[config.mk]
export PLATFORM = sky130hd
export DESIGN_NAME = kiq_cell
export DESIGN_NICKNAME = d
export VERILOG_FILES = /design/src/rtl/assert_macros.svh /design/src/rtl/kiq_pkg.sv /design/src/rtl/kiq_cell.sv
export SDC_FILE = /design/constraint.sdc
export NUM_CORES = 1
export LEC_CHECK = 0
export ABC_AREA = 0
export BUFFER_PORTS_ARGS = -buffer_cell sky130_fd_sc_hd__buf_4
export CAP_MARGIN = 30
export CORE_AREA = 2 2 152 154
export CTS_CLUSTER_SIZE = 16
export DETAILED_ROUTE_END_ITERATION = 8
export DIE_AREA = 0 0 154 156
export HOLD_SLACK_MARGIN = 0.05
export PLACE_DENSITY = 0.69
export SLEW_MARGIN = 20
export SYNTH_ARGS = -nofsm -noshare
export SYNTH_HDL_FRONTEND = slang
export SYNTH_SLANG_ARGS = --single-unit
[constraint.sdc]
create_clock -name clock -period 7.5 [get_ports clock]
set_clock_uncertainty 0.1 [all_clocks]
set_input_delay 1.5 -clock clock [delete_from_list [all_inputs] [get_ports clock]]
set_output_delay 1.5 -clock clock [all_outputs]
set_load 0.02 [all_outputs]
[src/rtl/assert_macros.svh]
// assertion helper macros for the keyed impulse queue
// no dependencies; included by modules that carry concurrent checks
`ifndef ASSERT_MACROS_SVH
`define ASSERT_MACROS_SVH

// property must hold at every edge outside reset
`define KIQ_ASSERT(lbl, clk, rst, prop, msg) \
   lbl: assert property (@(posedge clk) disable iff (rst) (prop)) else $error(msg);

// condition must never be seen outside reset
`define KIQ_NEVER(lbl, clk, rst, cond, msg) \
   lbl: assert property (@(posedge clk) disable iff (rst) !(cond)) else $error(msg);

`endif

[src/rtl/kiq_pkg.sv]
// shared types and constants for the keyed impulse queue
// no dependencies; imported by every module of the block
`timescale 1ns / 1ps

package kiq_pkg;

   localparam int PENDING_DEPTH_DEF = 64;

   localparam int KEY_W    = 64;
   localparam int IMP_W    = 32;
   localparam int PAY_W    = 32;
   localparam int BUDGET_W = 5;
   localparam int LIM_W    = 7;

   localparam logic [BUDGET_W-1:0] BUDGET_RESET = 5'd8;
   localparam logic [BUDGET_W-1:0] BUDGET_CAP   = 5'd16;
   localparam logic [LIM_W-1:0]    LIMIT_FLOOR  = 7'd32;

   // command broadcast to every cell
   typedef enum logic [1:0] {
      OP_HOLD,
      OP_UPDATE,
      OP_WRITE,
      OP_SHIFT
   } cell_op_type;

   typedef struct packed {
      cell_op_type        op;
      logic [KEY_W-1:0]   key;
      logic [IMP_W-1:0]   imp;
      logic [PAY_W-1:0]   pay;
   } cell_cmd_type;

   typedef enum logic [1:0] {
      ST_IDLE,
      ST_WAIT,
      ST_APPLY,
      ST_FLUSH
   } kiq_state_type;

endpackage

[src/rtl/kiq_cell.sv]
// one table slot: key, impulse and payload with its own update rules
// depends on kiq_pkg; instantiated in a row by the top level
`timescale 1ns / 1ps

module kiq_cell
   import kiq_pkg::*;
#(
   parameter int IDX = 0,
   parameter int IW  = 6
) (
   input  logic               clock,
   input  cell_cmd_type       cmd,
   input  logic [IW-1:0]      sel_idx,
   input  logic               occupied,
   input  logic [KEY_W-1:0]   nxt_key,
   input  logic [IMP_W-1:0]   nxt_imp,
   input  logic [PAY_W-1:0]   nxt_pay,
   output logic [KEY_W-1:0]   key,
   output logic [IMP_W-1:0]   imp,
   output logic [PAY_W-1:0]   pay,
   output logic               match
);

   logic [KEY_W-1:0] key_ff, key_in;
   logic [IMP_W-1:0] imp_ff, imp_in;
   logic [PAY_W-1:0] pay_ff, pay_in;

   // key compare against the broadcast request
   assign match = occupied && (key_ff == cmd.key);

   // slot update
   always_comb begin
      key_in = key_ff;
      imp_in = imp_ff;
      pay_in = pay_ff;
      unique case (cmd.op)
         OP_UPDATE: begin
            if (match && (cmd.imp > imp_ff)) begin
               imp_in = cmd.imp;
               pay_in = cmd.pay;
            end
         end
         OP_WRITE: begin
            if (sel_idx == IW'(IDX)) begin
               key_in = cmd.key;
               imp_in = cmd.imp;
               pay_in = cmd.pay;
            end
         end
         OP_SHIFT: begin
            key_in = nxt_key;
            imp_in = nxt_imp;
            pay_in = nxt_pay;
         end
         default: begin
         end
      endcase
   end

   always_ff @(posedge clock) begin
      key_ff <= key_in;
      imp_ff <= imp_in;
      pay_ff <= pay_in;
   end

   assign key = key_ff;
   assign imp = imp_ff;
   assign pay = pay_ff;

endmodule

==> key figures <==
Cells and area
  – Nets: 1206
  – Final Util: 0.489
  – Share of layout cells above drive strength 1: 0.610
  – Final Non-Filler Cells: 1205
  – Final design area excluding fillers: 10900 um2
  – Synth-to-layout area growth: 56.1%
  – Diode count: 0

Worst setup path
  – Arr. time, crit path: 3.05 ns
  – R2R depth: 7
  – CP startpoint kind: primary input
  – Critical path class: primary input to output pin
  – Flop2flop setup slack: 4.24 ns
  – WP data required: 5.90 ns
  – Crit path launch: cmd[103]
  – R2r startpoint: key[40]
  – Crit-path max FO: 2
  – R2R Path End: pay[7]
  – CP Capture Type: output pin
  – Crit path to: match

Power and ir drop
  – PwrDens: 198 nW/um2
  – Maximum VDD drop: 148 uV
  – Leakage: 4.77 nW

Clocking
  – Post-CTS Setup Inserts: 0
  – Cts bufs inserted: 17
  – CTS tree: done
  – Clock transition at the registers of the reported paths: 0.06 ns
  – Clk sinks: 128
  – Root buf cell: clkbuf_16
  – Hold Buf Count CTS: 0
  – Post-CTS sizing: 0
  – Htree depth: 4
  – Clock Path Buffers: 2
  – Later-pin clock latency in the skew report: 0.42 ns

Route
  – Routed via count: 5634
  – Remaining DRCs: 0
  – Detail Route Antenna Nets: 0
  – 1st-iter DRT viols: 295
  – WL final: 23.1 mm
  – DRT Pass-1 Iters: 4
  – Vias per cell: 4.68
  – Post-DR wirelength/cell: 19.2 um

Logic synthesis
  – Synth Instances: 505
  – Top-area cell type share of the netlist area: 0.549
  – Register bit total from synthesis: 128
  – Post-synth EDFFs: 128
  – Sequential share of the synthesized area: 0.549
  – Post-synth ARST share: 0
  – Top post-synthesis cells by area: edfxtp_1, mux2_2, ha_1, xor2_1, inv_1
  – Syn avg cell area: 13.9 um2
  – Ys Warns: 0
  – Cell Area, Synth: 7010 um2
  – Cell taking the most area after synthesis: edfxtp_1
  – Netlist cell types: 37
  – Ys flop type: edfxtp_1
  – Syn Nets: 803
  – Synth top cells by count: edfxtp_1, mux2_2, inv_1, xor2_1, ha_1

Global route
  – Initial antenna violation count: 0
  – GRT Util Overall: 0.186
  – Grt met1 use: 0.226
  – GR peak layer: met2
  – Met3 Resource Use GR: 0.0525
  – Vias in the first global route: 5800
  – Pin count of the biggest net entering global routing: 65
  – Met2 Use GR: 0.327
  – Grt ovf: 0
  – First-pass GRT wire length: 33.5 mm

STA
  – Slew @ Worst Pin: 0.897 ns
  – Final hold violations: 0
  – Endpoints failing setup: 0
  – Max Fclk: 215 MHz
  – Tcrit/Tclk final: 0.620
  – Setup tns final: 0 ns
  – RSZ-0062 raised after global routing: false
  – Final min period: 4.65 ns
  – Hold WS: 1.28 ns
  – Relative max-transition margin: 0.402
  – Fin. max-slew vios: 0

Min path
  – Worst min path class: primary input to flop

Floorplan
  – Die Footprint: 24000 um2
  – # rows: 55
  – Die X-Extent: 154 um
  – Io pins: 395
  – Die Y: 156 um
  – Starting Density: 0.313
  – CORE AREA: 22400 um2

Run
  – MaxCap Viol Count: 0

Status
  – Run status: complete, no violations

Placement
  – Post-DP HPWL: 18.3 mm
  – RD Place Congestion: 0.852
  – IO Port Bufs: 394
  – Dpl cell area: 10300 um2
  – Placed instance count: 1174
[per-layer routing]
layer	vias to the layer above	part of all wire
met1	2690	0.41
met5	-	0
met4	0	0.012
li1	2719	-
met3	19	0.059
met2	206	0.52
[registers in the layout, summed over array words and instances (netlist names)]
register / cells
pay: 32
key: 64
imp: 32
[placed cells by master, fill, tap and decap left out, types with 2 or more instances in the layout]
master,instances
a2111oi_0,5
a21o_1,2
a21oi_1,13
a221oi_1,2
buf_4,398
bufinv_16,4
clkbuf_16,17
clkinv_4,4
clkinvlp_4,2
edfxtp_1,128
ha_1,32
inv_1,45
mux2_2,128
nand2_1,8
nand2b_1,7
nand3_1,7
nand4_1,14
nor2b_1,17
nor3_1,5
nor4_1,12
o2111a_1,2
o211ai_1,2
o22ai_1,2
or4_1,2
xnor2_1,7
xor2_1,36
[critical path: stages]
cell     delay (ns)
buf_4          0.11
xor2_1         0.15
nor4_1         0.58
nand4_1        0.17
nor3_1         0.19
and4_1         0.20
buf_4          0.14
[metrics by stage]
stage	total power (W)	setup slack, ns
after floorplan	0.00107	1.14
after global placement	0.00129	2.83
after detailed placement	0.00130	2.81
after CTS	0.00219	2.82
after global routing	0.00225	2.65
final	0.00217	2.85
[power breakdown]
part	internal [W]	total (W)	leakage, nW	switching [W]
sequential	0.000845	0.000872	1.19	0.0000269
combinational	0.000222	0.000410	3.29	0.000187
clock	0.000556	0.000883	0.294	0.000328
total	0.00162	0.00217	4.77	0.000542
[final cells by class]
cell class              instances  area, um2
clock buffers                  18        429
clock inverters                13        188
fillers                      2016      11400
inverters                      45        169
multi-input cells             318       2970
flip-flops and latches        128       3840
well taps                     285        357
repair buffers                398       2990
[cells by family after synthesis]
kind of cell,after synthesis,share of synthesized area
xor+xnor,43,0.0537
flops,128,0.549
simple gates,77,0.0643
mux,128,0.206
buf+inv,59,0.0318
compound gates,38,0.0387
fa+ha+maj,32,0.0571
[worst min path at each step]
stage          endpoint         from  depth (start not counted)
6_report        key[60]  nxt_key[60]                          2
5_1_grt         pay[21]      cmd[21]                          2
4_1_cts         pay[21]      cmd[21]                          2
3_5_place_dp    imp[30]      imp[20]                          7
3_3_place_gp    imp[30]      imp[20]                          7
2_1_floorplan    imp[0]      key[53]                          5
Note: power is estimated with default switching activity, not from simulation.
